## src/hw/rtl/cs_pkg.sv

```systemverilog
package cs_pkg;

  // Default sizes
  localparam int STACK_DEPTH_DEF   = 16;
  localparam int HISTORY_DEPTH_DEF = 8;

  // Fixed field widths
  localparam int COMMAND_W = 3;
  localparam int VALUE_W   = 32;
  localparam int STATUS_W  = 2;
  localparam int COUNT_W   = 5;

  typedef logic [COMMAND_W-1:0] command_t;
  typedef logic [STATUS_W-1:0]  status_t;
  typedef logic [VALUE_W-1:0]   value_t;

  // Command codes
  localparam command_t CMD_PUSH     = 3'd0;
  localparam command_t CMD_POP      = 3'd1;
  localparam command_t CMD_READ     = 3'd2;
  localparam command_t CMD_COMMIT   = 3'd3;
  localparam command_t CMD_ROLLBACK = 3'd4;
  localparam command_t CMD_CLEAR    = 3'd5;

  // Status codes
  localparam status_t ST_OK    = 2'd0;
  localparam status_t ST_EMPTY = 2'd1;
  localparam status_t ST_FULL  = 2'd2;

  // Index width for a store of the given depth, at least one bit
  function automatic int idx_w(input int depth);
    idx_w = (depth > 1) ? $clog2(depth) : 1;
  endfunction

  // Width of a counter that can hold the depth itself
  function automatic int cnt_w(input int depth);
    cnt_w = $clog2(depth + 1);
  endfunction

endpackage

```

## src/hw/rtl/cs_live_mem.sv

```systemverilog
module cs_live_mem #(
  parameter int STACK_DEPTH = 16
) (
  input  logic                                      clk,
  input  logic                                      we,
  input  logic [cs_pkg::idx_w(STACK_DEPTH)-1:0]     waddr,
  input  cs_pkg::value_t                            wdata,
  input  logic [cs_pkg::idx_w(STACK_DEPTH)-1:0]     raddr,
  output cs_pkg::value_t                            rdata
);
  import cs_pkg::*;

  value_t mem [STACK_DEPTH];
  value_t rdata_r;

  // Write one word, read one word with a registered output
  always_ff @(posedge clk) begin
    if (we) begin
      mem[waddr] <= wdata;
    end
    rdata_r <= mem[raddr];
  end

  assign rdata = rdata_r;

endmodule

```

## config.mk

```make
export PLATFORM = sky130hd
export DESIGN_NAME = cs_live_mem
export DESIGN_NICKNAME = d
export VERILOG_FILES = /design/src/hw/rtl/cs_pkg.sv /design/src/hw/rtl/cs_live_mem.sv
export SDC_FILE = /design/constraint.sdc
export NUM_CORES = 1
export LEC_CHECK = 0
export ABC_AREA = 1
export BUFFER_PORTS_ARGS = -buffer_cell sky130_fd_sc_hd__buf_2
export CAP_MARGIN = 0
export CORE_MARGIN = 4
export CORE_UTILIZATION = 62
export DETAILED_ROUTE_END_ITERATION = 6
export HOLD_SLACK_MARGIN = 0.08
export PLACE_DENSITY = 0.89
export SYNTH_ARGS = -nofsm -noshare
export SYNTH_HDL_FRONTEND = slang
export SYNTH_SLANG_ARGS = --single-unit
```

## constraint.sdc

```tcl
create_clock -name clk -period 3.1 [get_ports clk]
set_input_delay 0.31 -clock clk [delete_from_list [all_inputs] [get_ports clk]]
set_output_delay 0.31 -clock clk [all_outputs]
set_load 0.03 [all_outputs]
```

* Yosys cells after proc, flatten, opt, wreduce, memory -nomap -nowiden
Memory sizes are Yosys's and may differ from the RTL's. A register that Yosys moved wholly into a read port is not among the register bits. Cells that the tools add are included.
Storage, ports and cells: register bits after elaboration 0, bits in latches 0, memory bits (writable) 512, ROM bits 0, output and inout port bits 32, memories 1
Cells by class: add/sub/neg operators 0, $mul 0, div/mod/pow operators 0, $lt $le $gt $ge 0, eq/ne operators 0, shifts and indexed selects 0, muxes and demuxes 2, bitwise operators 0, reduce and logical (&&, ||, !) cells 0
Memory list:
- mem | depth 16, bits a word 32, rd ports 1, clocked after Yosys merged registers in 1, write ports 1, line cs_live_mem.sv:13 | value_t mem [STACK_DEPTH];
Operator list (count):
- 1-bit 2-to-1 mux | 2

* Logic depth before layout (Yosys ltp)
depth after elaboration 2, gate-level depth with buffers 10, gate-level depth less buffers 7

* Least setup slack after synthesis
No wires, ideal clock.
path type input-to-reg, start in waddr[2] (netlist name), end mem mem[10][0] (netlist name), enable pin, arrival time 1.882 ns, required time 2.679 ns, setup slack 0.797 ns, stages 2, path buffers 0, cells stage by stage nand3b_1 > nor2_1
RTL lines:
- start: declaration | line cs_live_mem.sv:6 | input logic [cs_pkg::idx_w(STACK_DEPTH)-1:0] waddr,
- end: declaration | line cs_live_mem.sv:13
Straight into the memory's write port.

==> metrics.txt <==
most common cell in the synthesized netlist nand2_1; initial antenna violation count 3; vias in the first global route 15.9k; Crit Path Max Fanout between 90 and 100; Detail Route Antenna Nets 0; Req. time, crit path 3.54 ns; most frequent CP cell nand3_1; syn nets 2162; Yosys Warn Count 0; Synth area leaders edfxtp_1 (68%), nand2_1 (11%), nand3_1 (8.5%); Post-synth ARST share 0; multiplexer share of the synthesized area 0; hold-critical path endpoint mem[4][22]$_DFFE_PP_; Setup crit start kind input pin; clock buffer depth 3; H-tree levels 2; Via-to-Cell Ratio 5.87; Max Cap Viol 0; layout cells sized above 1 0.0916; CTS tree yes; hold-critical path depth 1; number of hold buffers added after cts 0; # DRC 0; Reg-to-Reg Start mem[13][29]$_DFFE_PP_; Mapped Avg Cell Area between 10 and 15 µm²; largest net degree at the start of global routing 135; GR Util All Layers 0.278; final setup fails 0; synthesized-area fraction occupied by adder cells 0; post-CTS sizing 0; Peak supply drop 0.466 mV; post-CTS setup buffers 0; period utilisation layout 0.546; clock skew approximately 0.0085 ns; Max Slew Vio Count 0; Post-Synth Simple-Gate Area 0.200; DIE AREA 0.0398 mm²; Sink Count 544; Detailed Place HPWL approximately 27000 µm; critical path arrival 2.14 ns; #FFs+latches synth 544; Fmax achieved 591 MHz; Largest stage delay, worst path 0.62 ns; # IOs 74; R2R cell count 6; filler instances 2210; GRT overflow 0; first-pass GRT wire length between 80000 and 90000 µm; Least-Margin Pin Slew 0.972 ns; DRT Wirelength ~56000 µm; PwrDens approximately 600 mW/mm²; setup ws final 1.41 ns; clk root buf clkbuf_16; area of the mapped netlist 0.0227 mm²; vias after detailed routing around 16k; cell row count 69; setup slack, reg-to-reg 2.00 ns; DP Worst Slack 1.01 ns; slowest library cell on the worst path inv_6; Core Area between 0.03 and 0.04 mm²; DR WL/cell between 20 and 25 µm; Sum Neg Setup Slack 0 ns; Die Span Y 199 µm; worst setup path category input pin to register; clk slew on worst S/H paths 0.06 ns; RSZ-0062 raised after global routing no; Synth area leader edfxtp_1; Post-synth EDFFs 512; Buf/Inv on CP 3; worst skew pair latency 0.56 ns; CP Depth 8; post-synthesis compound-gate area fraction 0; CP top delay family buffers and inverters; Commonest cells post-synth nand2_1 (677), edfxtp_1 (512), inv_1 (388); R2R Path End rdata[29]$_DFF_P_; Max-slew headroom 0.352; Hold Crit Start wdata[22]; Final nets 2220; largest family of logic cells by synthesized area simple AND/OR/NAND/NOR gates; status completed; register area share after synthesis 0.705; Port Buffer Count 73; xor/xnor share of the synthesized area 0; Synth Flop Type edfxtp_1; Area Overhead vs Synth 10.5%; crit end category register; Pre-Repair DR Iteration Count 6; DRT iter0 DRCs 2165; count of different cell masters after synthesis 15; Synth top area share 0.676; hold crit path type input pin to register; Mapped Cells about 2.1k; CTS Buf Count 52; LEAKAGE around 11 nW; critical path cell sequence buf_6, inv_6, buf_4, nand2_1, nand3_1, nand3_1, nand3_1, nand2_1; GPL Wtd Cong 0.835; Initial Util 0.634; Final Hold Vio Count 0; post-route minimum period 1.69 ns; Die W ~200 µm
==> power by group <==
part	internal, mW	total, mW	switching, mW
logic	0.269	1.04	0.769
clock network	3.42	6.05	2.63
registers	8.22	8.28	0.0589
total	11.9	15.4	3.46
==> state kept, by name, summed over array words and instances (netlist names) <==
| register | cells |
|---|---|
| rdata | 32 |
| mem | 512 |
==> layer usage <==
metal | part of all wire | up-vias | track usage
met5 | 0.00050 | - | 0
met4 | 0.041 | 4 | 0.121
met3 | 0.12 | 230 | 0.0477
met2 | 0.49 | 1185 | 0.467
met1 | 0.35 | 7355 | 0.362
li1 | - | 6953 | -
==> cell families after synthesis <==
| group | count (synthesis) |
|---|---|
| buf+inv | 495 |
| flops | 544 |
| simple gates | 1081 |
==> worst max path at each step <==
stage	start	endpoint	slack [ns]
floorplan	waddr[2]	mem[10][0]$_DFFE_PP_	0.80
global placement	raddr[0]	rdata[20]$_DFF_P_	1.06
detailed placement	raddr[0]	rdata[19]$_DFF_P_	1.01
CTS	raddr[0]	rdata[19]$_DFF_P_	1.51
global route	raddr[0]	rdata[20]$_DFF_P_	1.32
finish	raddr[0]	rdata[20]$_DFF_P_	1.41
==> stage by stage <==
step / utilization / power [mW] / cell area, µm² / hold WS (ns) / cells
5_1_grt: 0.701 / 15.8 / 25100 / 0.121 / 2678
3_3_place_gp: 0.656 / 9.38 / 23500 / 0.626 / 2585
2_1_floorplan: - / 9.08 / 22700 / 0.409 / 2120
4_1_cts: 0.701 / 15.4 / 25100 / 0.112 / 2678
3_5_place_dp: 0.656 / 9.43 / 23500 / 0.638 / 2585
6_report: 0.701 / 15.4 / 25100 / 0.122 / 2681
==> cells in the final DEF, fill, tap and decap left out, types with 8 or more instances in the layout <==
master	n
nor2_4	16
buf_2	71
clkbuf_1	10
clkbuf_16	53
buf_12	10
nand2_1	677
inv_1	387
clkinv_2	13
edfxtp_1	512
nand3_1	385
clkinv_1	8
dfxtp_1	32
buf_4	27
==> cell type report <==
| class | instances | area [µm²] | share of cell area |
|---|---|---|---|
| sequential | 544 | 16000 | 0.638 |
| multi-input combinational | 1081 | 4670 | 0.186 |
| inverter | 390 | 1470 | 0.0586 |
| clock buffer | 65 | 1390 | 0.0554 |
| timing repair buffer | 109 | 769 | 0.0306 |
| tap | 461 | 577 | 0.0230 |
| clock inverter | 28 | 216 | 0.00862 |
| antenna | 3 | 7.51 | 0.000299 |
Note: power is estimated with default switching activity, not from simulation.
