==> config.mk <==
export PLATFORM = sky130hd
export DESIGN_NAME = cs_hist_mem
export DESIGN_NICKNAME = d
export VERILOG_FILES = /design/src/hw/rtl/cs_pkg.sv /design/src/hw/rtl/cs_hist_mem.sv
export SDC_FILE = /design/constraint.sdc
export NUM_CORES = 2
export LEC_CHECK = 0
export BUFFER_PORTS_ARGS = -buffer_cell sky130_fd_sc_hd__buf_4
export CORE_MARGIN = 1
export CORE_UTILIZATION = 30
export DETAILED_ROUTE_END_ITERATION = 8
export GPL_ROUTABILITY_DRIVEN = 0
export GPL_TIMING_DRIVEN = 1
export PLACE_DENSITY_LB_ADDON = 0.3
export SLEW_MARGIN = 20
export SYNTH_ARGS = -nofsm -noshare
export SYNTH_HDL_FRONTEND = slang
export SYNTH_MEMORY_MAX_BITS = 65536
export SYNTH_SLANG_ARGS = --single-unit
==> constraint.sdc <==
create_clock -name clk -period 7.8 [get_ports clk]
set_input_delay 0.78 -clock clk [delete_from_list [all_inputs] [get_ports clk]]
set_output_delay 0.78 -clock clk [all_outputs]
set_load 0.05 [all_outputs]
==> src/hw/rtl/cs_pkg.sv <==
package cs_pkg;

  // Default sizes
  localparam int STACK_DEPTH_DEF   = 16;
  localparam int HISTORY_DEPTH_DEF = 8;

  // Fixed field widths
  localparam int COMMAND_W = 3;
  localparam int VALUE_W   = 32;
  localparam int STATUS_W  = 2;
  localparam int COUNT_W   = 5;

  typedef logic [COMMAND_W-1:0] command_t;
  typedef logic [STATUS_W-1:0]  status_t;
  typedef logic [VALUE_W-1:0]   value_t;

  // Command codes
  localparam command_t CMD_PUSH     = 3'd0;
  localparam command_t CMD_POP      = 3'd1;
  localparam command_t CMD_READ     = 3'd2;
  localparam command_t CMD_COMMIT   = 3'd3;
  localparam command_t CMD_ROLLBACK = 3'd4;
  localparam command_t CMD_CLEAR    = 3'd5;

  // Status codes
  localparam status_t ST_OK    = 2'd0;
  localparam status_t ST_EMPTY = 2'd1;
  localparam status_t ST_FULL  = 2'd2;

  // Index width for a store of the given depth, at least one bit
  function automatic int idx_w(input int depth);
    idx_w = (depth > 1) ? $clog2(depth) : 1;
  endfunction

  // Width of a counter that can hold the depth itself
  function automatic int cnt_w(input int depth);
    cnt_w = $clog2(depth + 1);
  endfunction

endpackage

==> src/hw/rtl/cs_hist_mem.sv <==
module cs_hist_mem #(
  parameter int STACK_DEPTH   = 16,
  parameter int HISTORY_DEPTH = 8
) (
  input  logic                                                          clk,
  input  logic                                                          ent_we,
  input  logic [cs_pkg::idx_w(HISTORY_DEPTH)+cs_pkg::idx_w(STACK_DEPTH)-1:0] ent_waddr,
  input  cs_pkg::value_t                                                ent_wdata,
  input  logic [cs_pkg::idx_w(HISTORY_DEPTH)+cs_pkg::idx_w(STACK_DEPTH)-1:0] ent_raddr,
  output cs_pkg::value_t                                                ent_rdata,
  input  logic                                                          cnt_we,
  input  logic [cs_pkg::idx_w(HISTORY_DEPTH)-1:0]                       cnt_waddr,
  input  logic [cs_pkg::cnt_w(STACK_DEPTH)-1:0]                         cnt_wdata,
  input  logic [cs_pkg::idx_w(HISTORY_DEPTH)-1:0]                       cnt_raddr,
  output logic [cs_pkg::cnt_w(STACK_DEPTH)-1:0]                         cnt_rdata
);
  import cs_pkg::*;

  localparam int IW        = idx_w(STACK_DEPTH);
  localparam int CW        = cnt_w(STACK_DEPTH);
  localparam int ENT_DEPTH = HISTORY_DEPTH * (2 ** IW);

  value_t          ent_mem [ENT_DEPTH];
  logic [CW-1:0]   cnt_mem [HISTORY_DEPTH];
  value_t          ent_rdata_r;
  logic [CW-1:0]   cnt_rdata_r;

  // Saved copies: one slot of 2**IW words per checkpoint
  always_ff @(posedge clk) begin
    if (ent_we) begin
      ent_mem[ent_waddr] <= ent_wdata;
    end
    ent_rdata_r <= ent_mem[ent_raddr];
  end

  // Entry count of each saved copy
  always_ff @(posedge clk) begin
    if (cnt_we) begin
      cnt_mem[cnt_waddr] <= cnt_wdata;
    end
    cnt_rdata_r <= cnt_mem[cnt_raddr];
  end

  assign ent_rdata = ent_rdata_r;
  assign cnt_rdata = cnt_rdata_r;

endmodule

# Word-level counts from Yosys, hierarchy flattened
# Memory sizes are Yosys's and may differ from the RTL's. A register that Yosys moved wholly into a read port is not among the register bits.
# Cells that the tools add are included.
# word_totals
ff_bits,0
mem_bits_rw,4136
word_cells,6
memories,2
# op_classes
muxes,4
# memory_table
memory,depth,word_bits,rd,rd_ports_with_merged_regs,write_ports,line,source
ent_mem,128,32,1,1,1,cs_hist_mem.sv:23,value_t ent_mem [ENT_DEPTH];
cnt_mem,8,5,1,1,1,cs_hist_mem.sv:24,logic [CW-1:0] cnt_mem [HISTORY_DEPTH];
# ops
cell,count
1-bit 2-to-1 mux,4

# Logic depth before layout (Yosys ltp)
# depth
depth_word,2
ltp_mapped,8

# Worst setup path before layout
# Ideal clock, no wire load.
# synth_timing
path_type,in2reg
start,input ent_waddr[6] in the netlist's numbering
end,memory ent_mem[80][0] in the netlist's numbering (enable)
arrival_time_ns,3.449
required_ns,7.339
path_slack_ns,3.890
stages,3
path_cell_list,nor2b_1 > nand4b_1 > nor3_1
# synth_rtl
item,line,source
start: declaration,cs_hist_mem.sv:7,"input logic [cs_pkg::idx_w(HISTORY_DEPTH)+cs_pkg::idx_w(STACK_DEPTH)-1:0] ent_waddr,"
end: declaration,cs_hist_mem.sv:23,
# No word-level cell before the write port.

==> flow_metrics.tcl <==
set metrics [dict create \
    syn_avg_cell_area_um2 26.06 \
    synth-simple-area-share 0.004635 \
    nNetsFinal 6541 \
    reg2reg_depth 4 \
    numCtsBuffers 412 \
    drc 0 \
    drtPass1Iterations 6 \
    timing.final.crit_share 0.4942 \
    hold_class "in2reg" \
    arrival_ns 4.72 \
    synth-seq-area-share 0.7913 \
    synthMuxAreaShare 0.1958 \
    fmax_ghz 0.2594 \
    fill_cells 47870 \
    cts_sinks 4173 \
    r2r_start "ent_mem[53][23]" \
    worst_setup_path_start_kind "input pin" \
    layout.area.seq_mm2 0.1249 \
    grt_overflow 0 \
    switching_share 0.2171 \
    hp-start "cnt_raddr[2]" \
    viasPerCell 5.123 \
    cp.required_ns 8.66 \
    port_buffers 96 \
    synth_top_family_by_area "multiplexers" \
    intPower_w 0.03734 \
    setup_viol 0 \
    cp-end-kind "flop" \
    outcome "finished, final reports clean" \
    wl_met1_um 179100 \
    syn_to_final_growth_pct 15.84 \
    final_cell_mix "4,136 x edfxtp_1, 1,354 x mux4_2, 421 x clkbuf_16" \
    pwr-share-comb 0.053 \
    cts_tree "built" \
    fp.dieH_um 727.5 \
    start_util 0.3010 \
    p_sw_w 0.01036 \
    multiInputGateArea_mm2 0.03263 \
    num_io_pins 97 \
    drive_above_1_share 0.3588 \
    p_per_area_mw_per_mm2 260.8 \
    vias 70960 \
    synthAdderAreaFrac 0 \
    antenna_left 0 \
    p_leak_nw 54.89 \
    cts_root_buf "clkbuf_16" \
    dp_hpwl_um 243100 \
    num_rows 266 \
    clkPwrFrac 0.424 \
    finish.instance_area_mm2 0.1829 \
    grt_pass1_wl_um 612500 \
    grt_max_degree 146 \
    slew_headroom 0.1932 \
    peakVddDrop_mv 0.1891 \
    crit_fanout 85 \
    yosys_warnings 0 \
    min_period_ns 3.855 \
    finalSetupTns_ns 0 \
    highest_layer "met5" \
    syn-num-nets 6118 \
    clkTransAtPathRegs_ns 0.06 \
    hold_end "cnt_rdata[2]" \
    dieArea_mm2 0.5292 \
    rrSetupSlack_ns 5.03 \
    maxCapViolations 0 \
    rsz0062_at_grt "false" \
    post_dp_cell_area_mm2 0.1690 \
    hold_viol 0 \
    grt_pass1_vias 73570 \
    clk_latency_ns 1.00 \
    synthCells 6058 \
    grt.total_usage 0.1659 \
    hold-path-cell-count 2 \
    final_common_cell "edfxtp_1" \
    fin_worst_skew_ns 0.04747 \
    wl_um 447000 \
    synth_cell_types 17 \
    coreArea_mm2 0.5245 \
    wl_met2_um 219700 \
    htree_levels 5 \
    drt_iter0_markers 8373 \
    ys_ff_latch 4173 \
    final_util 0.3487 \
    synthesis.area_mm2 0.1579 \
    slew_violations 0 \
    route.met3.wl_um 34850 \
    wl_per_cell_um 32.27 \
    synth_compound_area_frac 0 \
    clock_path_buffers 4 \
    critPathKind "in2reg" \
    yosys.area_share.xor_xnor 0 \
    worst_pin_slew_ns 1.210 \
    timing.rr.end "ent_rdata[23]" \
    antenna_found_initial 63 \
    die_w_um 727.5 \
    hold_ws_ns 0.09377 \
    seqPwrFrac 0.523 \
]
[Yosys cell counts]
library cell,n,area [um2]
nand3_1,10,50.05
nand2b_1,5,31.28
nor2b_1,7,43.79
edfxtp_1,4136,124200
mux4_2,1354,30490
buf_1,44,165.2
buf_6,2,22.52
nand4_1,3,18.77
nand4b_1,1,8.760
nor2_1,135,506.7
nand2_1,14,52.55
buf_4,6,45.04
clkbuf_1,184,690.7
nor3_1,4,20.02
mux2_2,37,416.7
buf_2,79,395.4
dfxtp_1,37,740.7
[layer usage]
| layer | track usage | up-vias |
|---|---|---|
| li1 | - | 27630 |
| met1 | 0.2183 | 39980 |
| met2 | 0.2761 | 2696 |
| met3 | 0.03841 | 624 |
| met4 | 0.04599 | 28 |
| met5 | 0 | - |
[metrics by stage]
| step | power, W | cells | worst slack, ns |
|---|---|---|---|
| after detailed placement | 0.02798 | 13030 | 2.871 |
| after global routing | 0.04899 | 13800 | 3.827 |
| final | 0.04770 | 13850 | 3.945 |
| after CTS | 0.04811 | 13790 | 3.947 |
| after global placement | 0.02794 | 13030 | 2.885 |
| after floorplan | 0.02659 | 6058 | 3.890 |
[how the worst max path moves through the flow]
stage / startpoint / to / slack (ns) / cells past startpoint
after CTS: ent_raddr[0] / ent_rdata[23] / 3.95 / 7
final: ent_raddr[0] / ent_rdata[23] / 3.95 / 7
after floorplan: ent_waddr[6] / ent_mem[80][0] / 3.89 / 3
after global placement: ent_raddr[0] / ent_rdata[7] / 2.89 / 7
after detailed placement: ent_raddr[0] / ent_rdata[23] / 2.87 / 7
after global routing: ent_raddr[0] / ent_rdata[23] / 3.83 / 7
[flip-flops by register name, indices dropped and copies added (netlist names)]
register	count
cnt_mem	40
ent_rdata	32
ent_mem	4096
cnt_rdata	5
[final cells by class]
class / count / area share
Clock inverter: 253 / 0.01449
Tap cell: 6968 / 0.04766
Antenna cell: 56 / 0.0007661
Multi-Input combinational cell: 1570 / 0.1784
Sequential cell: 4173 / 0.6831
Timing Repair Buffer: 324 / 0.01566
Clock buffer: 506 / 0.06000
[logic make-up (layout without fill, tap and decap cells)]
kind of cell / after synthesis / after routing
buffers and inverters: 315 / 1083
flip-flops: 4173 / 4173
multiplexers: 1391 / 1391
other: 0 / 56
AND/OR/NAND/NOR: 179 / 179
[critical path, cell delays in order]
cell	delay, ns
buf_16	0.36
buf_12	0.33
buf_12	0.59
mux4_2	0.61
mux4_2	0.54
mux4_2	0.77
mux2_2	0.39
[power groups by stage]
stage / combinational, W / sequential (W) / clock [W]
3_3_place_gp: 0.00253 / 0.0254 / 0
3_5_place_dp: 0.00257 / 0.0254 / 0
5_1_grt: 0.00264 / 0.0249 / 0.0214
6_report: 0.00254 / 0.0249 / 0.0202
2_1_floorplan: 0.00120 / 0.0254 / 0
4_1_cts: 0.00258 / 0.0249 / 0.0206
[what timing repair did]
item                                    in CTS  in global routing
resized for setup                            0                  0
hold buffers                                 5                  0
hold endpoints to repair                    40                  0
endpoints found under the setup margin       0                  0
setup buffers                                0                  0
Power figures use the tool's default switching activity.
