## config.mk

```make
export PLATFORM = sky130hd
export DESIGN_NAME = cs_ctrl
export DESIGN_NICKNAME = d
export VERILOG_FILES = /design/src/hw/rtl/cs_pkg.sv /design/src/hw/rtl/cs_ctrl.sv
export SDC_FILE = /design/constraint.sdc
export NUM_CORES = 1
export LEC_CHECK = 0
export BUFFER_PORTS_ARGS = -buffer_cell sky130_fd_sc_hd__buf_4
export CAP_MARGIN = 40
export CORE_MARGIN = 2
export CORE_UTILIZATION = 42
export CTS_CLUSTER_SIZE = 14
export DETAILED_ROUTE_END_ITERATION = 8
export PLACE_DENSITY = 0.83
export SLEW_MARGIN = 20
export SYNTH_ARGS = -nofsm -noshare
export SYNTH_HDL_FRONTEND = slang
export SYNTH_SLANG_ARGS = --single-unit
```

## constraint.sdc

```tcl
create_clock -name clk -period 3.07 [get_ports clk]
set_clock_uncertainty 0.15 [all_clocks]
set_input_delay 0.614 -clock clk [delete_from_list [all_inputs] [get_ports clk]]
set_output_delay 0.614 -clock clk [all_outputs]
set_load 0.05 [all_outputs]
```

## src/hw/rtl/cs_pkg.sv

```systemverilog
package cs_pkg;

  // Default sizes
  localparam int STACK_DEPTH_DEF   = 16;
  localparam int HISTORY_DEPTH_DEF = 8;

  // Fixed field widths
  localparam int COMMAND_W = 3;
  localparam int VALUE_W   = 32;
  localparam int STATUS_W  = 2;
  localparam int COUNT_W   = 5;

  typedef logic [COMMAND_W-1:0] command_t;
  typedef logic [STATUS_W-1:0]  status_t;
  typedef logic [VALUE_W-1:0]   value_t;

  // Command codes
  localparam command_t CMD_PUSH     = 3'd0;
  localparam command_t CMD_POP      = 3'd1;
  localparam command_t CMD_READ     = 3'd2;
  localparam command_t CMD_COMMIT   = 3'd3;
  localparam command_t CMD_ROLLBACK = 3'd4;
  localparam command_t CMD_CLEAR    = 3'd5;

  // Status codes
  localparam status_t ST_OK    = 2'd0;
  localparam status_t ST_EMPTY = 2'd1;
  localparam status_t ST_FULL  = 2'd2;

  // Index width for a store of the given depth, at least one bit
  function automatic int idx_w(input int depth);
    idx_w = (depth > 1) ? $clog2(depth) : 1;
  endfunction

  // Width of a counter that can hold the depth itself
  function automatic int cnt_w(input int depth);
    cnt_w = $clog2(depth + 1);
  endfunction

endpackage

```

## src/hw/rtl/cs_ctrl.sv

```systemverilog
module cs_ctrl #(
  parameter int STACK_DEPTH   = 16,
  parameter int HISTORY_DEPTH = 8
) (
  input  logic                                                          clk,
  input  logic                                                          rst_n,
  input  logic                                                          start,
  output logic                                                          busy,
  input  cs_pkg::command_t                                              in_command,
  input  cs_pkg::value_t                                                in_push_value,
  // live stack memory
  output logic                                                          live_we,
  output logic [cs_pkg::idx_w(STACK_DEPTH)-1:0]                         live_waddr,
  output cs_pkg::value_t                                                live_wdata,
  output logic [cs_pkg::idx_w(STACK_DEPTH)-1:0]                         live_raddr,
  input  cs_pkg::value_t                                                live_rdata,
  // history memory
  output logic                                                          ent_we,
  output logic [cs_pkg::idx_w(HISTORY_DEPTH)+cs_pkg::idx_w(STACK_DEPTH)-1:0] ent_waddr,
  output cs_pkg::value_t                                                ent_wdata,
  output logic [cs_pkg::idx_w(HISTORY_DEPTH)+cs_pkg::idx_w(STACK_DEPTH)-1:0] ent_raddr,
  input  cs_pkg::value_t                                                ent_rdata,
  output logic                                                          cnt_we,
  output logic [cs_pkg::idx_w(HISTORY_DEPTH)-1:0]                       cnt_waddr,
  output logic [cs_pkg::cnt_w(STACK_DEPTH)-1:0]                         cnt_wdata,
  output logic [cs_pkg::idx_w(HISTORY_DEPTH)-1:0]                       cnt_raddr,
  input  logic [cs_pkg::cnt_w(STACK_DEPTH)-1:0]                         cnt_rdata,
  // result word
  output logic                                                          out_strobe,
  output cs_pkg::status_t                                               out_status,
  output cs_pkg::value_t                                                out_element,
  output logic                                                          out_element_valid,
  output logic [cs_pkg::COUNT_W-1:0]                                    out_element_count,
  output logic                                                          out_last
);
  import cs_pkg::*;

  localparam int IW  = idx_w(STACK_DEPTH);
  localparam int HW  = idx_w(HISTORY_DEPTH);
  localparam int CW  = cnt_w(STACK_DEPTH);
  localparam int LW  = cnt_w(HISTORY_DEPTH);
  localparam int CW1 = CW + 1;

  localparam logic [CW-1:0] FULL_COUNT = CW'(STACK_DEPTH);
  localparam logic [LW-1:0] FULL_LEVEL = LW'(HISTORY_DEPTH);

  localparam logic [2:0] S_IDLE    = 3'd0;
  localparam logic [2:0] S_READ    = 3'd1;
  localparam logic [2:0] S_COMMIT  = 3'd2;
  localparam logic [2:0] S_RB_CNT  = 3'd3;
  localparam logic [2:0] S_RB_COPY = 3'd4;

  logic [2:0]    state_r, state_nxt;
  logic [CW-1:0] count_r, count_nxt;
  logic [LW-1:0] level_r, level_nxt;
  logic [IW-1:0] idx_r, idx_nxt;
  logic [CW-1:0] n_r, n_nxt;

  logic          emit;
  status_t       st;
  value_t        elem;
  logic          elem_v;
  logic          last;

  logic          strobe_r;
  status_t       status_r;
  value_t        element_r;
  logic          element_valid_r;
  logic [COUNT_W-1:0] element_count_r;
  logic          last_r;

  logic [HW-1:0] slot;
  logic [HW-1:0] slot_m1;
  logic [IW-1:0] idx_inc;
  logic          at_top;
  logic          at_saved_top;

  assign slot         = level_r[HW-1:0];
  assign slot_m1      = HW'(level_r - 1'b1);
  assign idx_inc      = IW'(idx_r + 1'b1);
  assign at_top       = (CW1'(idx_r) + 1'b1) == CW1'(count_r);
  assign at_saved_top = (CW1'(idx_r) + 1'b1) == CW1'(n_r);
  assign busy         = (state_r != S_IDLE);

  // Decode the command and step through copies and reads
  always_comb begin
    state_nxt  = state_r;
    count_nxt  = count_r;
    level_nxt  = level_r;
    idx_nxt    = idx_r;
    n_nxt      = n_r;
    live_we    = 1'b0;
    live_waddr = idx_r;
    live_wdata = ent_rdata;
    live_raddr = idx_inc;
    ent_we     = 1'b0;
    ent_waddr  = {slot, idx_r};
    ent_wdata  = live_rdata;
    ent_raddr  = {slot_m1, idx_inc};
    cnt_we     = 1'b0;
    cnt_waddr  = slot;
    cnt_wdata  = count_r;
    cnt_raddr  = slot_m1;
    emit       = 1'b0;
    st         = ST_OK;
    elem       = '0;
    elem_v     = 1'b0;
    last       = 1'b1;

    case (state_r)
      S_IDLE: begin
        if (start) begin
          case (in_command)
            CMD_PUSH: begin
              emit = 1'b1;
              if (count_r == FULL_COUNT) begin
                st = ST_FULL;
              end else begin
                live_we    = 1'b1;
                live_waddr = count_r[IW-1:0];
                live_wdata = in_push_value;
                count_nxt  = CW'(count_r + 1'b1);
              end
            end
            CMD_POP: begin
              emit = 1'b1;
              if (count_r == '0) begin
                st = ST_EMPTY;
              end else begin
                count_nxt = CW'(count_r - 1'b1);
              end
            end
            CMD_READ: begin
              if (count_r == '0) begin
                emit = 1'b1;
              end else begin
                live_raddr = '0;
                idx_nxt    = '0;
                state_nxt  = S_READ;
              end
            end
            CMD_COMMIT: begin
              if (level_r == FULL_LEVEL) begin
                emit = 1'b1;
                st   = ST_FULL;
              end else begin
                cnt_we = 1'b1;
                if (count_r == '0) begin
                  emit      = 1'b1;
                  level_nxt = LW'(level_r + 1'b1);
                end else begin
                  live_raddr = '0;
                  idx_nxt    = '0;
                  state_nxt  = S_COMMIT;
                end
              end
            end
            CMD_ROLLBACK: begin
              if (level_r == '0) begin
                emit = 1'b1;
                st   = ST_EMPTY;
              end else begin
                state_nxt = S_RB_CNT;
              end
            end
            CMD_CLEAR: begin
              emit      = 1'b1;
              count_nxt = '0;
              level_nxt = '0;
            end
            default: begin
              emit = 1'b1;
            end
          endcase
        end
      end
      // stream one word per cycle, bottom first
      S_READ: begin
        emit   = 1'b1;
        elem   = live_rdata;
        elem_v = 1'b1;
        last   = at_top;
        if (at_top) begin
          state_nxt = S_IDLE;
        end else begin
          idx_nxt = idx_inc;
        end
      end
      // copy live words into the next history slot
      S_COMMIT: begin
        ent_we = 1'b1;
        if (at_top) begin
          emit      = 1'b1;
          level_nxt = LW'(level_r + 1'b1);
          state_nxt = S_IDLE;
        end else begin
          idx_nxt = idx_inc;
        end
      end
      // saved count is now on the read port
      S_RB_CNT: begin
        n_nxt   = cnt_rdata;
        idx_nxt = '0;
        if (cnt_rdata == '0) begin
          emit      = 1'b1;
          count_nxt = '0;
          level_nxt = LW'(level_r - 1'b1);
          state_nxt = S_IDLE;
        end else begin
          ent_raddr = {slot_m1, {IW{1'b0}}};
          state_nxt = S_RB_COPY;
        end
      end
      // copy saved words back into the live stack
      S_RB_COPY: begin
        live_we = 1'b1;
        if (at_saved_top) begin
          emit      = 1'b1;
          count_nxt = n_r;
          level_nxt = LW'(level_r - 1'b1);
          state_nxt = S_IDLE;
        end else begin
          idx_nxt = idx_inc;
        end
      end
      default: begin
        state_nxt = S_IDLE;
      end
    endcase
  end

  // Control state
  always_ff @(posedge clk) begin
    if (!rst_n) begin
      state_r  <= S_IDLE;
      count_r  <= '0;
      level_r  <= '0;
      strobe_r <= 1'b0;
    end else begin
      state_r  <= state_nxt;
      count_r  <= count_nxt;
      level_r  <= level_nxt;
      strobe_r <= emit;
    end
  end

  // Working index and result word
  always_ff @(posedge clk) begin
    idx_r           <= idx_nxt;
    n_r             <= n_nxt;
    status_r        <= st;
    element_r       <= elem;
    element_valid_r <= elem_v;
    element_count_r <= COUNT_W'(count_nxt);
    last_r          <= last;
  end

  assign out_strobe        = strobe_r;
  assign out_status        = status_r;
  assign out_element       = element_r;
  assign out_element_valid = element_valid_r;
  assign out_element_count = element_count_r;
  assign out_last          = last_r;

endmodule

```

; ---- Yosys cells after proc, flatten, opt, wreduce, memory -nomap -nowiden
; Cells that the tools add are included.
[word_totals]
reg_bits = 63
[op_classes]
addsub = 6
n_eq_ne = 28
muxes = 71
n_reduce_logical = 13
[op_table]
columns = operator, n
row1 = $mux 32, 4
row2 = $mux 4, 21
row3 = $pmux 4 s4, 2
row4 = $pmux 5 s3, 2
row5 = $mux 5, 5
row6 = $mux 3, 8
row7 = $pmux 4 s2, 3
row8 = $mux 1, 18
row9 = $reduce_and 8->1, 2
row10 = $ne 3x3->1 const B, 5
row11 = $eq 3x2->1 const B, 4
row12 = $ne 2x2->1 const B, 6
row13 = $pmux 3 s4, 1
row14 = $logic_not 5->1, 2
row15 = $eq 3x3->1 const B, 3
row16 = $pmux 3 s3, 1
row17 = $add 4x1->4 const B, 2
row18 = $pmux 2 s4, 1
row19 = $reduce_bool 4->1, 2
row20 = $eq 3x1->1 const B, 2
row21 = $eq 6x5->1, 1
row22 = $logic_not 3->1, 2
row23 = $ne 3x1->1 const B, 2
row24 = $reduce_and 6->1, 1
row25 = other kinds (17), 18

; ---- Logic depth before layout (Yosys ltp)
; Gate-level depths: netlist (run 1).
[depth]
word_depth = 6
depth_mapped = 9

; ---- Least setup slack after synthesis (run 1)
; Ideal clock, no wire load.
[synth_timing]
path_type = register to output
from = register count_r[0], in the netlist cnt_wdata[0]
to = output port live_waddr[0] (netlist bit)
t_arrival_ps = 3092
path_slack_ps = -786
stages_incl_launch_ff = 8
n_path_buf = 1
cell_sequence = dfxtp_1 -> inv_1 -> ha_1 -> nor3b_1 -> a21oi_1 -> nand2_1 -> clkbuf_1 -> o21ai_0
[synth_between]
elab_chain_len = 5
[synth_rtl]
columns = item, line_no
row1 = "start, declared", cs_ctrl.sv:54  ; logic [CW-1:0] count_r, count_nxt;
row2 = "start signal, assigned", cs_ctrl.sv:241  ; count_r <= count_nxt;
row3 = $eq 5x5->1, cs_ctrl.sv:116  ; if (count_r == FULL_COUNT) begin
row4 = $mux 4 *, cs_ctrl.sv:116
row5 = $mux 4 *, cs_ctrl.sv:113  ; case (in_command)
row6 = $mux 4 *, cs_ctrl.sv:112  ; if (start) begin
row7 = $mux 4 *, cs_ctrl.sv:110  ; case (state_r)
row8 = "end, declared", cs_ctrl.sv:13  ; output logic [cs_pkg::idx_w(STACK_DEPTH)-1:0] live_waddr,
; Mark *: on every way between the ends. The rest lies on a longest branch, timed or not.

; ---- Worst setup path in the final report (run 1)
[layout_timing]
from = register level_r[0]
to = output port live_raddr[2] (netlist bit)
[layout_between]
elab_chain_len = 5
[layout_rtl]
columns = item, line_no
row1 = "start, declared", cs_ctrl.sv:55  ; logic [LW-1:0] level_r, level_nxt;
row2 = "start signal, assigned", cs_ctrl.sv:242  ; level_r <= level_nxt;
row3 = $eq 4x4->1, cs_ctrl.sv:143  ; if (level_r == FULL_LEVEL) begin
row4 = $mux 4, cs_ctrl.sv:143
row5 = $pmux 4 s2, cs_ctrl.sv:113
row6 = $mux 4, cs_ctrl.sv:112
row7 = $mux 4, cs_ctrl.sv:110
row8 = "end, declared", cs_ctrl.sv:15  ; output logic [cs_pkg::idx_w(STACK_DEPTH)-1:0] live_raddr,
; No other way between the ends.

==> results of run 1 <==
repair_timing:
item,CTS,global route
gates cloned,0,1
buffers inserted,1,3
setup endpoints to repair,34,36
pin swaps,1,5
gates resized for setup,9,11
per-stage QoR:
stage | hold WS [ps] | utilization | cells
finish | 313 | 0.674 | 809
CTS | 291 | 0.665 | 805
global placement | 410 | 0.638 | 787
detailed placement | 417 | 0.639 | 788
global route | 288 | 0.674 | 809
floorplan | 318 | - | 480
worst paths after layout:
path / from / end / slack, ps / cells past startpoint
worst max-delay path: level_r[0] / live_raddr[2] / -20 / 8
worst min register to register: cnt_wdata[0] / out_element_count[0] / 420 / 1
worst min-delay path: cnt_rdata[4] / n_r[4] / 310 / 1
worst max register to register: idx_r[1] / level_r[0] / 270 / 7
logic make-up (layout without fill, tap and decap cells):
family          Yosys count  count (layout)  share of synthesized area
compound gates           66              66                      0.117
xor+xnor                 14              14                     0.0436
fa+ha+maj                 6               6                     0.0201
buf+inv                  85             306                      0.146
flops                    63              63                      0.362
mux                       1               1                    0.00268
simple gates            245             245                      0.308
power by group:
group          leakage [nW]  internal, mW  total, mW  switching [mW]
Sequential            0.520         0.846      0.854         0.00868
Combinational          2.29         0.253      0.684           0.431
Clock                0.0934         0.318      0.647           0.329
Total                  2.90          1.42       2.19           0.769
registers in the layout, summed over array words and instances (netlist names):
signal and count:
out_last 1, out_element 32, cnt_wdata 5, level_r 4
n_r 5, idx_r 4, out_strobe 1, out_element_valid 1
out_status 2, state_r 3, out_element_count 5
layer usage:
layer  vias to the layer above  routed length [um]
met3                        22                1070
met5                         -                   0
met1                      1854                4130
met2                       226                6750
met4                         0                 291
li1                       1971                   -
critical path: stages (launching register included):
cell and delay, ps:
dfxtp_2 350, clkinvlp_4 110, ha_4 170, and3b_2 220
and2_4 160, or4b_4 550, nor2_4 200, nor2_2 80
buf_6 160
area by class of cell:
class                      count  area [um^2]  share of cell area
clock buffer                  10          138              0.0235
sequential                    63         1360               0.232
multi-input combinational    332         2010               0.343
timing repair buffer         274         2110               0.360
tap                          108          135              0.0231
clock inverter                 6         41.3             0.00706
inverter                      16         63.8              0.0109
cells in the final DEF (no fill, tap or decap), drive strengths merged, types with 3 or more instances in the layout:
cell type and n:
nor3b 3, clkbuf 11, xor2 5, nor2 42, or3b 3, ha 6
and3 3, xnor2 7, o31ai 6, nand3b 3, nand3 6, o21ai 13
and2 36, a21oi 21, dfxtp 54, or4 3, a21o 4, nand2 118
or3 3, buf 273, nor3 16, a22o 3, edfxtp 9, inv 18
==> metrics.md, run 1 <==
| Metric | Value |
|---|---|
| Mapped Cells | 480 |
| Avg WL per Cell | 15.1 um |
| Failing checks | negative setup slack |
| Post-Syn Area | 0.00373 mm^2 |
| Dpl hpwl | 9840 um |
| CP startpoint kind | flop |
| Most frequent cell after synthesis | nand2_1 |
| I/O Buffers | 249 |
| Row cnt | 34 |
| Hold Path Class | input port to flop |
| Critical path arrival | 2330 ps |
| Pwr/cell area | 374 mW/mm^2 |
| Routed WL | 12200 um |
| Dpl ws | 130 ps |
| Initial Util | 0.430 |
| Largest net degree at the start of global routing | 36 |
| Fin crit period | 3090 ps |
| Starting DRC count in detailed routing | 177 |
| YS warnings | 0 |
| # IOs | 250 |
| Die X | 98.3 um |
| Via count | 4073 |
| Number of global-route vias before repair | 3893 |
| Seq/Total Area, Yosys | 0.362 |
| Clock sinks | 63 |
| Post-synth top cells | nand2_1, dfxtp_1, buf_4, nor2_1, and2_1 |
| Slew HR | 0.657 |
| CP max FO | 4 |
| Die footprint | 0.00966 mm^2 |
| Final Cycle Share | 1.01 |
| Area contributors post-synth | dfxtp_1, nand2_1, buf_4, edfxtp_1, and2_1 |
| Synthesized flop and latch total | 63 |
| Final hold vios | 0 |
| Met2 Usage GRT | 0.459 |
| Synthesized area per cell | 7.78 um^2 |
| VDD IR max | 0.335 mV |
| Layout cell share with drive strength beyond 1 | 0.506 |
| Vias per cell | 5.03 |
| Number of buffers created by CTS | 9 |
| Post-synth EDFFs | 9 |
| Post-synth cell types | 59 |
| Die Ht | 98.3 um |
| Met3 Use GR | 0.0630 |
| WS Path Type | flop to primary output |
| Pleak | 2.90 nW |
| Final Max Slew Viols | 0 |
| First-pass GRT wire length | 18500 um |
| Synth Flop Type | dfxtp_1 |
| Max frequency | 324 MHz |
| Worst Setup Slack, final | -20.1 ps |
| CP endpoint kind | primary output |
| Status | finished with violations |
| Async SR Flop Fraction | 0 |
| Worst slew pin tran | 509 ps |
| Root buffer cell | clkbuf_8 |
| Grt ovf | 0 |
| # DRC | 0 |
| CTS H-tree lvls | 3 |
| Core Box Area | 0.00868 mm^2 |
| Diodes inserted | 0 |
| ANT nets after route | 0 |
| Finished Cell Area | 0.00585 mm^2 |
| Maxcap violations | 0 |
| Synth-to-Final Area Change | 56.8% |
| Hold_buf cts | 0 |
| Worst-skew pair later-pin latency | 330 ps |
| GRT Util Overall | 0.240 |
| Post-Syn Nets | 593 |
| Routing usage on met1 | 0.244 |
| Yosys top cell area share | 0.290 |
| Bufs on Longest Clock Path | 2 |
| Nets | 809 |
| Leading area contributor after synthesis | dfxtp_1 |
| Fill count | 723 |
| Overall power | 2.19 mW |
| Initial antenna violation count | 0 |
| CTS tree | done |
| Final Wtd Congestion | 0.970 |
| CP required | 2310 ps |
| DR pass1 iterations | 5 |
| Setup TNS | -20.7 ps |
| Global route hottest layer | met2 |
| Placed cell areas | 0.00555 mm^2 |
| Setup-failing EPs final | 2 |
| RSZ-0062 raised after global routing | yes |
| Clock-pin slew on the worst setup and hold paths | 80 ps |
Power figures use the tool's default switching activity.
==> run 2, diff against run 1 <==
Settings changed: SETUP_SLACK_MARGIN set to 0.1.
==> run 2 against run 1 <==
The flow still finishes with violations (negative setup slack). Cell area grew 2.9%. Flip-flop and latch count is the same. Largest power group unchanged. Via count is 0.86% higher. Sequential power about the same. Global-route usage increased by 1.4 points. Combinational power up 3.5%. Core utilization rose by 1.9 points.
==> metrics.md, run 2 (same netlist as run 1, synthesis figures left out) <==
| Metric | Value |
|---|---|
| Status | finished with violations |
| Failing checks | negative setup slack |
| Hold_buf cts | 0 |
| # DRC | 0 |
| Synth-to-Final Area Change | 61.3% |
| Placed cell areas | 0.00561 mm^2 |
| Commonest non-fill, non-tap cell in the layout | buf_4 |
| VDD IR max | 0.336 mV |
| I/O Buffers | 249 |
| Diodes inserted | 0 |
| Vias per cell | 5.00 |
| Pwr/cell area | 372 mW/mm^2 |
| Bufs on Longest Clock Path | 2 |
| Hold Path Class | input port to flop |
| Die X | 98.3 um |
| Row cnt | 34 |
| Final Max Slew Viols | 0 |
| Max reg flops | 32 |
| Clock sinks | 63 |
| Maxcap violations | 0 |
| # IOs | 250 |
| Pleak | 2.99 nW |
| Hold path cells | 1 |
| Initial Util | 0.430 |
| Reg2Reg Depth | 6 |
| Worst slew pin tran | 515 ps |
| Largest net degree at the start of global routing | 36 |
| CP endpoint kind | primary output |
| Root buffer cell | clkbuf_8 |
| Commonest non-fill, non-tap cells in the layout | buf_4, nand2_1, dfxtp_1 |
| Final hold vios | 0 |
| Number of buffers created by CTS | 9 |
| Final Cycle Share | 1.00 |
| RSZ-0062 raised after global routing | yes |
| Die Ht | 98.3 um |
| CP max FO | 4 |
| Core Box Area | 0.00868 mm^2 |
| CTS H-tree lvls | 3 |
| Layout cell share with drive strength beyond 1 | 0.519 |
| ANT nets after route | 0 |
| Initial antenna violation count | 0 |
| Nets | 821 |
| Slew HR | 0.657 |
| GRT Util Overall | 0.254 |
| Routed WL | 12900 um |
| Final Instance Count excl. Fillers | 821 |
| Fin crit period | 3080 ps |
| Max frequency | 325 MHz |
| DR pass1 iterations | 4 |
| Finished Cell Area | 0.00602 mm^2 |
| Dpl cells | 791 |
| Avg WL per Cell | 15.7 um |
| Starting DRC count in detailed routing | 212 |
| CP startpoint kind | flop |
| Number of global-route vias before repair | 4150 |
| Final Wtd Congestion | 0.933 |
| First-pass GRT wire length | 19800 um |
| CP required | 2310 ps |
| Worst Setup Slack, final | -8.88 ps |
| Grt ovf | 0 |
| Critical path arrival | 2310 ps |
| Dpl hpwl | 9960 um |
| CTS tree | done |
| Via count | 4108 |
| Die footprint | 0.00966 mm^2 |
| Setup-failing EPs final | 1 |
| Worst-skew pair later-pin latency | 330 ps |
| WS Path Type | flop to primary output |
| Clock-pin slew on the worst setup and hold paths | 70 ps |
run 2: power by group:
group	internal (mW)	leakage (nW)	switching, mW	total [mW]
Clock	0.343	0.0938	0.336	0.679
Sequential	0.845	0.521	0.00875	0.854
Combinational	0.267	2.38	0.441	0.708
Total	1.46	2.99	0.785	2.24
run 2: routing by layer:
metal  wire [um]  vias to the layer above  global-route usage
met2        6990                      220               0.478
met5           0                        -                   0
met3        1060                       26              0.0587
met4         301                        0               0.118
met1        4520                     1856               0.266
li1            -                     2006                   -
run 2: worst paths after layout:
| check | slack (ps) | start | endpoint |
|---|---|---|---|
| min reg2reg | 470 | n_r[1] | out_element_count[1] |
| min | 310 | cnt_rdata[2] | n_r[2] |
| max reg2reg | 320 | idx_r[2] | level_r[0] |
| max | -9 | level_r[0] | live_raddr[3] |
run 2: through the flow:
| stage | total power, mW | worst slack [ps] | hold WS (ps) | utilization | setup TNS [ps] |
|---|---|---|---|---|---|
| finish | 2.24 | -8.88 | 314 | 0.694 | -8.88 |
| global route | 2.33 | -92.1 | 296 | 0.694 | -249 |
| CTS | 2.24 | -3.34 | 294 | 0.680 | -3.34 |
| detailed placement | 1.55 | 128 | 410 | 0.646 | 0 |
| global placement | 1.55 | 141 | 400 | 0.645 | 0 |
| floorplan | 1.32 | 62.8 | 318 | - | 0 |
run 2: timing repair:
action | CTS | global route
cloned | 0 | 2
pin swaps | 7 | 9
endpoints found under the setup margin | 40 | 41
setup buffers | 7 | 5
resized for setup | 13 | 9
run 2: layout make-up:
class	count	area, um^2
Fill cell	661	2660
Timing Repair Buffer	286	2240
Multi-Input combinational cell	332	2030
Sequential cell	63	1360
Clock buffer	10	149
Tap cell	108	135
Inverter	16	63.8
Clock inverter	6	42.5
run 2: worst max-delay path, stage by stage (launching register included):
cell	delay, ps
dfxtp_4	370
clkinvlp_4	100
ha_4	160
and3b_1	190
and2_4	150
or4b_4	530
nor2_4	240
nor2_2	70
buf_6	160
